--- src/hdl/cpma_pkg.sv ---
// shared constants and helpers for the clamped position moving average
`timescale 1ns / 1ps
`default_nettype none

package cpma_pkg;

    localparam int RING_DEPTH_DEF = 64;
    localparam int ACT_W          = 2;
    localparam int SAMPLE_W       = 18;
    localparam int COORD_W        = 17;
    localparam int WIN_W          = 6;
    localparam int IN_TDATA_W     = ((2 * SAMPLE_W + 7) / 8) * 8;
    localparam int ONE_Q16        = 65536;

    localparam logic [WIN_W-1:0] WINDOW_LEN_RST = 6'd10;

    localparam logic [ACT_W-1:0] ACT_PUSH    = 2'd0;
    localparam logic [ACT_W-1:0] ACT_REPLACE = 2'd1;
    localparam logic [ACT_W-1:0] ACT_CLEAR   = 2'd2;

    // clamp a signed q1.16 coordinate to 0..1
    function automatic logic [COORD_W-1:0] clamp_coord(input logic [SAMPLE_W-1:0] raw);
        logic [COORD_W-1:0] res;
        if (raw[SAMPLE_W-1]) begin
            res = '0;
        end else if (raw[COORD_W-1] && (|raw[COORD_W-2:0])) begin
            res = COORD_W'(ONE_Q16);
        end else begin
            res = raw[COORD_W-1:0];
        end
        return res;
    endfunction

endpackage

`default_nettype wire

--- src/hdl/cpma_ram.sv ---
// generic single-port-write, registered-read ram
`timescale 1ns / 1ps
`default_nettype none

module cpma_ram #(
    parameter int WIDTH = 34,
    parameter int DEPTH = 64
) (
    input  wire logic                     aclk,
    input  wire logic                     we,
    input  wire logic [$clog2(DEPTH)-1:0] waddr,
    input  wire logic [WIDTH-1:0]         wdata,
    input  wire logic                     re,
    input  wire logic [$clog2(DEPTH)-1:0] raddr,
    output logic      [WIDTH-1:0]         rdata
);

    logic [WIDTH-1:0] mem_reg [DEPTH];

    always_ff @(posedge aclk) begin
        if (we) begin
            mem_reg[waddr] <= wdata;
        end
        if (re) begin
            rdata <= mem_reg[raddr];
        end
    end

endmodule

`default_nettype wire

--- src/hdl/clamped_position_moving_average.sv ---
// top level of the clamped position moving average
`timescale 1ns / 1ps
`default_nettype none

// Takes 2D position samples (signed q1.16), clamps each coordinate to 0..1 and keeps
// them in a ring of RING_DEPTH entries. Per transaction the tuser action picks push,
// replace newest, or clear (code 3 leaves the history alone), and exactly one result
// comes back: truncated mean x, mean y (unsigned q1.16, zero when empty) and the held
// count. A push drops the oldest sample first once more than window_len samples are
// held or the ring is full, so up to window_len+1 samples are averaged. Each item goes
// through accept, ring read and running-sum update (states RD, SUB, ADD), divider load,
// then a bit-serial restoring divider that shifts out one quotient bit per cycle over
// the SUM_W-bit sums, x and y side by side, and the hand-off into the output register.
// No new item is taken before the last one's result sits in the output register, but
// it is taken then, even before the sink takes the result. The user must see that
// window_len is written over the cfg port only while idle; the block itself does not
// enforce it. window_len resets to 10. The ring needs no clearing after reset.
module clamped_position_moving_average #(
    parameter int RING_DEPTH = cpma_pkg::RING_DEPTH_DEF
) (
    input  wire logic aclk,
    input  wire logic aresetn,

    input  wire logic                            s_tvalid,
    output logic                                 s_tready,
    // sample_x [17:0], sample_y [35:18], zero pad above
    input  wire logic [cpma_pkg::IN_TDATA_W-1:0] s_tdata,
    // action [1:0]
    input  wire logic [cpma_pkg::ACT_W-1:0]      s_tuser,

    output logic                                                          m_tvalid,
    input  wire logic                                                     m_tready,
    // mean_x [16:0], mean_y [33:17], held_count above, zero pad to bytes
    output logic [((2*cpma_pkg::COORD_W+$clog2(RING_DEPTH+1)+7)/8)*8-1:0] m_tdata,

    input  wire logic                       cfg_valid,
    output logic                            cfg_ready,
    input  wire logic [cpma_pkg::WIN_W-1:0] cfg_data
);

    localparam int PTR_W   = $clog2(RING_DEPTH);
    localparam int CNT_W   = $clog2(RING_DEPTH + 1);
    localparam int SUM_W   = $clog2(cpma_pkg::ONE_Q16 * RING_DEPTH + 1);
    localparam int STEP_W  = $clog2(SUM_W);
    localparam int CMP_W   = (CNT_W > cpma_pkg::WIN_W) ? CNT_W : cpma_pkg::WIN_W;
    localparam int C_W     = cpma_pkg::COORD_W;
    localparam int TDATA_W = ((2 * C_W + CNT_W + 7) / 8) * 8;
    localparam int PAD_W   = TDATA_W - 2 * C_W - CNT_W;

    // sequencer states
    localparam logic [2:0] ST_IDLE = 3'd0;  // waiting for a transaction
    localparam logic [2:0] ST_RD   = 3'd1;  // ring read issued
    localparam logic [2:0] ST_SUB  = 3'd2;  // remove dropped or replaced sample from sums
    localparam logic [2:0] ST_ADD  = 3'd3;  // write ring, add new sample, move pointers, or clear
    localparam logic [2:0] ST_LOAD = 3'd4;  // load the divider
    localparam logic [2:0] ST_DIV  = 3'd5;  // one quotient bit per cycle
    localparam logic [2:0] ST_DONE = 3'd6;  // hand result to output register

    // control state
    logic [2:0]               state_reg, state_next;
    logic [cpma_pkg::WIN_W-1:0] win_reg, win_next;
    logic [PTR_W-1:0]         oldest_reg, oldest_next;
    logic [CNT_W-1:0]         cnt_reg, cnt_next;
    logic [SUM_W-1:0]         sumx_reg, sumx_next;
    logic [SUM_W-1:0]         sumy_reg, sumy_next;
    logic [STEP_W-1:0]        step_reg, step_next;
    logic                     mvalid_reg, mvalid_next;

    // payload
    logic [cpma_pkg::ACT_W-1:0] act_reg, act_next;
    logic [C_W-1:0]             x_reg, x_next;
    logic [C_W-1:0]             y_reg, y_next;
    logic [SUM_W-1:0]           dvx_reg, dvx_next;
    logic [SUM_W-1:0]           dvy_reg, dvy_next;
    logic [CNT_W-1:0]           remx_reg, remx_next;
    logic [CNT_W-1:0]           remy_reg, remy_next;
    logic [C_W-1:0]             meanx_reg, meanx_next;
    logic [C_W-1:0]             meany_reg, meany_next;
    logic [CNT_W-1:0]           hcnt_reg, hcnt_next;

    // decoded action against the current history
    logic op_push, op_repl, op_clear, drop;

    // ring slot math
    logic [CNT_W-1:0] slot_off;
    logic [CNT_W:0]   slot_pos, slot_wrap;
    logic [PTR_W-1:0] slot, oldest_inc;

    // ring port
    logic             ram_we, ram_re;
    logic [PTR_W-1:0] ram_raddr;
    logic [2*C_W-1:0] ram_rdata;
    logic [C_W-1:0]   rd_x, rd_y;

    // divider step
    logic [CNT_W:0] trial_x, trial_y, div_by;
    logic           ge_x, ge_y;

    assign s_tready  = (state_reg == ST_IDLE);
    assign cfg_ready = 1'b1;
    assign m_tvalid  = mvalid_reg;
    assign m_tdata   = {{PAD_W{1'b0}}, hcnt_reg, meany_reg, meanx_reg};

    assign rd_x = ram_rdata[C_W-1:0];
    assign rd_y = ram_rdata[2*C_W-1:C_W];

    // replace on an empty history acts as a push
    always_comb begin
        op_push  = (act_reg == cpma_pkg::ACT_PUSH) ||
                   ((act_reg == cpma_pkg::ACT_REPLACE) && (cnt_reg == '0));
        op_repl  = (act_reg == cpma_pkg::ACT_REPLACE) && (cnt_reg != '0);
        op_clear = (act_reg == cpma_pkg::ACT_CLEAR);
        drop     = op_push && (cnt_reg != '0) &&
                   ((CMP_W'(cnt_reg) > CMP_W'(win_reg)) ||
                    (cnt_reg >= CNT_W'(RING_DEPTH)));
    end

    // push writes at oldest+count, replace at oldest+count-1, both wrapped once
    always_comb begin
        slot_off   = op_repl ? (cnt_reg - 1'b1) : cnt_reg;
        slot_pos   = (CNT_W+1)'(oldest_reg) + (CNT_W+1)'(slot_off);
        slot_wrap  = (slot_pos >= (CNT_W+1)'(RING_DEPTH)) ?
                     (slot_pos - (CNT_W+1)'(RING_DEPTH)) : slot_pos;
        slot       = slot_wrap[PTR_W-1:0];
        oldest_inc = (oldest_reg == PTR_W'(RING_DEPTH - 1)) ? '0 : (oldest_reg + 1'b1);
        ram_raddr  = op_repl ? slot : oldest_reg;
        ram_re     = (state_reg == ST_RD);
        ram_we     = (state_reg == ST_ADD) && (op_push || op_repl);
    end

    always_comb begin
        div_by  = {1'b0, cnt_reg};
        trial_x = {remx_reg, dvx_reg[SUM_W-1]};
        trial_y = {remy_reg, dvy_reg[SUM_W-1]};
        ge_x    = (trial_x >= div_by);
        ge_y    = (trial_y >= div_by);
    end

    always_comb begin
        state_next  = state_reg;
        win_next    = win_reg;
        oldest_next = oldest_reg;
        cnt_next    = cnt_reg;
        sumx_next   = sumx_reg;
        sumy_next   = sumy_reg;
        step_next   = step_reg;
        mvalid_next = mvalid_reg && !m_tready;
        act_next    = act_reg;
        x_next      = x_reg;
        y_next      = y_reg;
        dvx_next    = dvx_reg;
        dvy_next    = dvy_reg;
        remx_next   = remx_reg;
        remy_next   = remy_reg;
        meanx_next  = meanx_reg;
        meany_next  = meany_reg;
        hcnt_next   = hcnt_reg;

        if (cfg_valid) begin
            win_next = cfg_data;
        end

        unique case (state_reg)
            ST_IDLE: begin
                if (s_tvalid) begin
                    act_next   = s_tuser;
                    x_next     = cpma_pkg::clamp_coord(s_tdata[cpma_pkg::SAMPLE_W-1:0]);
                    y_next     = cpma_pkg::clamp_coord(
                                     s_tdata[2*cpma_pkg::SAMPLE_W-1:cpma_pkg::SAMPLE_W]);
                    state_next = ST_RD;
                end
            end
            ST_RD: begin
                state_next = ST_SUB;
            end
            ST_SUB: begin
                if (drop || op_repl) begin
                    sumx_next = sumx_reg - SUM_W'(rd_x);
                    sumy_next = sumy_reg - SUM_W'(rd_y);
                end
                state_next = ST_ADD;
            end
            ST_ADD: begin
                if (op_clear) begin
                    cnt_next    = '0;
                    oldest_next = '0;
                    sumx_next   = '0;
                    sumy_next   = '0;
                end else if (op_push || op_repl) begin
                    sumx_next = sumx_reg + SUM_W'(x_reg);
                    sumy_next = sumy_reg + SUM_W'(y_reg);
                    if (op_push && !drop) begin
                        cnt_next = cnt_reg + 1'b1;
                    end
                    if (drop) begin
                        oldest_next = oldest_inc;
                    end
                end
                state_next = ST_LOAD;
            end
            ST_LOAD: begin
                dvx_next   = sumx_reg;
                dvy_next   = sumy_reg;
                remx_next  = '0;
                remy_next  = '0;
                step_next  = STEP_W'(SUM_W - 1);
                state_next = ST_DIV;
            end
            ST_DIV: begin
                remx_next = ge_x ? CNT_W'(trial_x - div_by) : trial_x[CNT_W-1:0];
                remy_next = ge_y ? CNT_W'(trial_y - div_by) : trial_y[CNT_W-1:0];
                dvx_next  = {dvx_reg[SUM_W-2:0], ge_x};
                dvy_next  = {dvy_reg[SUM_W-2:0], ge_y};
                step_next = step_reg - 1'b1;
                if (step_reg == '0) begin
                    state_next = ST_DONE;
                end
            end
            ST_DONE: begin
                // empty history reports zero means
                if (!mvalid_reg || m_tready) begin
                    meanx_next  = (cnt_reg == '0) ? '0 : dvx_reg[C_W-1:0];
                    meany_next  = (cnt_reg == '0) ? '0 : dvy_reg[C_W-1:0];
                    hcnt_next   = cnt_reg;
                    mvalid_next = 1'b1;
                    state_next  = ST_IDLE;
                end
            end
            default: begin
                state_next = ST_IDLE;
            end
        endcase
    end

    always_ff @(posedge aclk) begin
        if (!aresetn) begin
            state_reg  <= ST_IDLE;
            win_reg    <= cpma_pkg::WINDOW_LEN_RST;
            oldest_reg <= '0;
            cnt_reg    <= '0;
            sumx_reg   <= '0;
            sumy_reg   <= '0;
            step_reg   <= '0;
            mvalid_reg <= 1'b0;
        end else begin
            state_reg  <= state_next;
            win_reg    <= win_next;
            oldest_reg <= oldest_next;
            cnt_reg    <= cnt_next;
            sumx_reg   <= sumx_next;
            sumy_reg   <= sumy_next;
            step_reg   <= step_next;
            mvalid_reg <= mvalid_next;
        end
    end

    always_ff @(posedge aclk) begin
        act_reg   <= act_next;
        x_reg     <= x_next;
        y_reg     <= y_next;
        dvx_reg   <= dvx_next;
        dvy_reg   <= dvy_next;
        remx_reg  <= remx_next;
        remy_reg  <= remy_next;
        meanx_reg <= meanx_next;
        meany_reg <= meany_next;
        hcnt_reg  <= hcnt_next;
    end

    // sample ring, y in the upper half
    cpma_ram #(
        .WIDTH(2 * C_W),
        .DEPTH(RING_DEPTH)
    ) u_ring (
        .aclk (aclk),
        .we   (ram_we),
        .waddr(slot),
        .wdata({y_reg, x_reg}),
        .re   (ram_re),
        .raddr(ram_raddr),
        .rdata(ram_rdata)
    );

endmodule

`default_nettype wire

--- config.mk ---
export PLATFORM = sky130hd
export DESIGN_NAME = clamped_position_moving_average
export DESIGN_NICKNAME = d
export VERILOG_FILES = /design/src/hdl/cpma_pkg.sv /design/src/hdl/cpma_ram.sv /design/src/hdl/clamped_position_moving_average.sv
export SDC_FILE = /design/constraint.sdc
export NUM_CORES = 2
export LEC_CHECK = 0
export ABC_CLOCK_PERIOD_IN_PS = 5000
export BUFFER_PORTS_ARGS = -buffer_cell sky130_fd_sc_hd__buf_2
export CAP_MARGIN = 20
export CORE_MARGIN = 1.5
export CORE_UTILIZATION = 25
export CTS_BUF_LIST = sky130_fd_sc_hd__clkbuf_16
export DETAILED_ROUTE_END_ITERATION = 16
export GPL_TIMING_DRIVEN = 1
export RECOVER_POWER = 25
export SYNTH_ARGS = -nofsm -noshare
export SYNTH_HDL_FRONTEND = slang
export SYNTH_SLANG_ARGS = --single-unit
--- constraint.sdc ---
create_clock -name aclk -period 5 [get_ports aclk]
set_clock_uncertainty 0.05 [all_clocks]
set_input_delay 1 -clock aclk [delete_from_list [all_inputs] [get_ports aclk]]
set_output_delay 1 -clock aclk [all_outputs]
set_load 0.02 [all_outputs]
After elaboration in Yosys (flattened, before gate mapping)
Memories as Yosys holds them, arrays and structs flattened. A register that Yosys moved wholly into a read port is not among the register bits.
Cells that the tools add are included.

cells by class
  add/sub/neg operators = 12
  $mul = 0
  $lt $le $gt $ge = 5
  reduce and logical (&&, ||, !) cells = 37
  bitwise logic cells = 0
  shifts and indexed selects = 0
  equality and inequality tests = 14
  div/mod/pow operators = 0
  multiplexer cells = 35

operators by type and width
  operator                                                                              count
  23-bit one-hot mux with 2 select lines                                                4
  23-bit two-way mux                                                                    6
  23-bit by 17-bit adder with 23-bit output                                             2
  23-bit by 17-bit subtractor with 23-bit output                                        2
  7-bit two-way mux                                                                     6
  6-bit two-way mux                                                                     6
  17-bit two-way mux                                                                    2
  16-bit OR reduction                                                                   2
  7-bit one-hot mux with 2 select lines                                                 2
  3-bit one-hot mux with 7 select lines                                                 1
  8-bit by 7-bit greater-or-equal comparator with 1-bit output                          2
  7-bit subtractor                                                                      2
  3-bit AND reduction                                                                   4
  5-bit one-hot mux with 2 select lines                                                 1
  2-bit nonzero test                                                                    5
  3-bit equality test (second input constant)                                           3
  1-bit logical AND                                                                     9
  3-bit two-way mux                                                                     3
  6-bit by 7-bit adder with 8-bit output                                                1
  8-bit by 7-bit greater-or-equal comparator with 1-bit output (second input constant)  1
  2-bit inequality test (second input constant)                                         4
  7-bit by 1-bit adder with 7-bit output (second input constant)                        1
  7-bit greater-or-equal comparator (second input constant)                             1
  7-bit by 6-bit greater-than comparator with 1-bit output                              1
  other kinds (20)                                                                      32

storage, ports and cells
  ROM bits = 0
  bits of input ports = 53
  memory bits (writable) = 2,176
  memories kept = 1
  output and inout bits = 51
  logic and storage cells = 124
  latch bits = 0
  bits in registers = 211

memories
  memory          words  bits a word  read ports  clocked after Yosys merged registers in  wr ports  RTL line        text
  u_ring.mem_reg  64     34           1           1                                        1         cpma_ram.sv:18  logic [WIDTH-1:0] mem_reg [DEPTH];

Logic depth before layout (Yosys ltp)
  depth after elaboration = 10
  gate-level depth with buffers = 19
  gate-level depth less buffers = 16

Cells and area by module
From an unflattened synthesis, not the netlist that was laid out.

second synthesis, totals
  cell total of the unflattened synthesis = 5,138
  area, all modules = 97,708.7 µm²

by module, submodules not included
  module                           area each (µm²)  sequential area each (µm²)  times used  cells each
  cpma_ram                         84,114.4         66,363.6                    1           3,744
  clamped_position_moving_average  13,594.3         5,595.4                     1           1,394

Worst setup path before layout
No wires, ideal clock.

  kind = flip-flop to flip-flop
  from = reg cnt_reg[1]
  to = mem u_ring.mem_reg[0][0] (enable)
  stages on the path, launching flop included = 17
  setup slack = -0.199 ns
  required time = 4.525 ns
  arrival = 4.724 ns
  buffers on the path = 1
  clock period less this slack = 5.199 ns
  library setup time = 0.425 ns
  path through = dfxtp_1 -> inv_1 -> ha_1 -> nand2b_1 -> o311a_4 -> clkbuf_1 -> nand2_1 -> xnor2_1 -> ha_1 -> a21oi_1 -> nand2_1 -> nand3_1 -> nand2_1 -> xnor2_1 -> xor2_1 -> nand2_1 -> nor2_1

on the way
  cells in the longest elaborated chain, start to end = 7
  elaborated cells on any way between the ends = 15
  classes of those cells = 3 x add/sub; 1 x order compare; 4 x mux; 7 x reduce/logical

ends and longest elaborated chain
  what                                                                            RTL line                                text
  from (decl)                                                                     clamped_position_moving_average.sv:63   logic [CNT_W-1:0] cnt_reg, cnt_next;
  from (signal assigned)                                                          clamped_position_moving_average.sv:249  cnt_reg <= cnt_next;
  branches (longest 7 deep; another with 6-bit by 7-bit adder with 8-bit output)  -
  to (decl)                                                                       cpma_ram.sv:18

Several ways; the timed one is not identified.

Worst setup path in the final report
  from = reg cnt_reg[2]
  to = reg u_ring.rdata[30] (read register of u_ring.mem_reg) (data pin)

on the way
  cells in the longest elaborated chain, start to end = 7
  elaborated cells on any way between the ends = 9
  classes of those cells = 3 x add/sub; 1 x order compare; 3 x mux; 2 x reduce/logical

ends and longest elaborated chain
  what                                                                            RTL line                                text
  branches (longest 6 deep; another with 6-bit by 7-bit adder with 8-bit output)  -
  6-bit two-way mux (*)                                                           clamped_position_moving_average.sv:126  ram_raddr = op_repl ? slot : oldest_reg;
  to (decl)                                                                       cpma_ram.sv:15                          output logic [WIDTH-1:0] rdata

Every way passes the cells marked *.
A chain may end at the register's enable or synchronous reset.

==> metrics.cfg <==
[cts]
cts_hold_buf = 0
htree_levels = 4
clkSinkCount = 2421
cts_made_buffers = 235
clockBufferDepth = 4
cts_tree = done
cts_setup_buffers = 0
cts.clk_slew.worst_paths_ns = 0.06
root_buffer = clkbuf_16
clock_latency_ns = 0.92

[finish]
finish.utilization = 0.2995
largest_reg_flops = 2176
drive_above_1_share = 0.1321
layout.nets = 8408
area_growth_pct = 19.13

[floorplan]
io_pins = 104
num_rows = 232
start_util = 0.2514
fp.dieH_um = 636.7
coreArea_um2 = 399400
fp.dieW_um = 636.7
dieArea_um2 = 405400

[global_routing]
globalRouteOverflowTotal = 0
grt_pass1_vias = 62616
grt_max_degree = 87
grt_pass1_wl_um = 449400
antenna_found_initial = 32
grt_use_total = 0.1494

[outcome]
violations = capacitance limit, slew limit
status = finished with violations

[synth]
yosys_warnings = 0
syn_inst = 7843
yosysUniqueCellTypes = 72
ys_ff_latch = 2421
syn_area_per_cell_um2 = 12.80
synth_flop_cell = edfxtp_1
yosysSeqAreaShare = 0.7167
synth_edf_count = 2347
synthArstFlopShare = 0
netlist_area_um2 = 100400

[critical_path]
setup.worst_path.end_class = register
reg2reg_from = cnt_reg[2]
required_ns = 5.68
arrival_ns = 5.67
cp-start-kind = register
crit_start = cnt_reg[2]
worstSetupPathType = register to register
crit_path_max_fanout = 13

[timing]
hold_ws_ns = 0.2887
finalHoldViolCount = 0
fmax_mhz = 200.5
worstMarginPinSlew_ns = 3.647
maxSlewHeadroom = -1.431
period_needed_ns = 4.987
fin_crit_sh = 0.9974
drv_slew = 982
finalSetupViolations = 0
setup_ws_ns = 0.01322

[min_path]
hp-class = input pin to register
hp-start = cfg_data[3]

[placement]
portBuffers = 91
gp_congestion = 0.8799
dp_slack_ns = -0.06638
dp.final_hpwl_um = 192400

[detailed_routing]
viasPerCell = 4.953
wl_per_cell_um = 23.05
dr.pass1.iters = 6
vias = 67870
wl_um = 315800
drc = 0
drtIter0Drc = 9067
ant_nets = 0

[power_and_ir_drop]
power_leakage_nw = 40.84
cellPowerDensity_nw_per_um2 = 346.7
peakVddDrop_mv = 0.2866

[flow_run]
maxCapViolations = 23

[metal layers]
layer	wire, µm	GRT usage
met5	48	0
met1	132900	0.2128
met4	10630	0.04346
met2	136600	0.2244
met3	35670	0.03594
[power breakdown]
group / total, mW / leakage, nW / internal, mW / switching [mW]
combinational: 1.39 / 15.2 / 0.309 / 1.08
clock: 17.4 / 3.80 / 9.69 / 7.70
sequential: 22.7 / 21.8 / 22.5 / 0.189
[what timing repair did]
item                                    in CTS  in global routing
cloned                                       0                  1
gates resized for setup                      4                 18
pin swaps                                    0                  1
endpoints found under the setup margin       7                 33
[area by class of cell]
cell class / count / area [µm²]
multi-input combinational: 4819 / 26550
timing repair buffer: 687 / 6824
inverter: 83 / 311.5
clock buffer: 239 / 5981
fill: 39913 / 279800
clock inverter: 177 / 1366
sequential: 2421 / 71960
antenna: 11 / 27.53
tap: 5265 / 6588
[layout by cell type (no fill, tap or decap), types with 49 or more instances in the layout]
cell type and count:
a211oi_1 145, a21oi_1 87, a31oi_1 142, ha_1 101
a311oi_1 413, inv_1 134, edfxtp_1 2347, nor2_1 131
clkbuf_16 240, dfxtp_1 74, nand2_1 2247, xnor2_1 49
buf_2 87, nand3_1 578, and3_1 279, buf_12 159
nor2_4 64, o21ai_0 76, buf_4 386, clkinv_1 50
[cell families after synthesis]
family,share of synthesized area
and+or+nand+nor,0.1535
DFF,0.7167
AOI/OAI and AO/OA,0.07657
buffers and inverters,0.02653
adders and majority gates,0.01398
xor gates and xnor gates,0.006455
muxes,0.006194
other,0.00007480
[synthesized netlist by cell type (17+ instances only)]
library cell	instances	area, µm²
a211oi_1	155	1164
a21o_1	18	135.1
a21oi_1	90	450.4
a221oi_1	19	166.4
a311oi_1	417	3652
a31oi_1	148	925.9
and2_1	70	437.9
and3_1	279	1745
buf_1	26	97.59
buf_2	179	895.9
clkbuf_1	296	1111
dfxtp_1	74	1481
edfxtp_1	2347	70480
ha_1	101	1264
inv_1	82	307.8
mux2_2	45	506.7
nand2_1	2248	8438
nand2b_1	19	118.9
nand3_1	578	2893
nor2_1	197	739.5
nor2b_1	26	162.7
nor3_1	43	215.2
o21a_1	17	127.6
o21ai_0	77	385.4
or4_1	36	270.3
xnor2_1	52	455.4
xor2_1	22	192.7
[path summary, 6_finish.rpt]
kind | slack, ns | depth (start not counted) | to
worst max-delay path | 0.01 | 15 | u_ring.rdata[30]
worst min-delay path | 0.29 | 3 | win_reg[3]
worst max register to register | 0.01 | 15 | u_ring.rdata[30]
worst min register to register | 0.45 | 2 | win_reg[3]
[through the flow]
stage	cells	total power, mW	cell area, µm²	setup TNS (ns)
2_1_floorplan	7849	23.68	100400	-364.23
3_3_place_gp	13271	24.45	112200	-0.1480
3_5_place_dp	13273	24.47	112200	-0.1301
4_1_cts	13689	41.67	119600	0
5_1_grt	13693	42.54	119600	-0.04342
6_report	13702	41.47	119600	0
[worst max-delay path, cell delays in order, from the launching register on]
cell and delay [ns]:
dfxtp_1 0.31, or3_4 0.43, o311a_4 0.40, nand2_1 0.13, nor3_1 0.07, xnor2_1 0.45, ha_1 0.34, a21oi_1 0.15
nand2_1 0.08, xnor2_1 0.29, xor2_1 0.50, a31oi_4 0.18, buf_12 0.20, buf_12 0.17, a211oi_1 0.77, or4_1 0.27
Note: power is estimated with default switching activity, not from simulation.
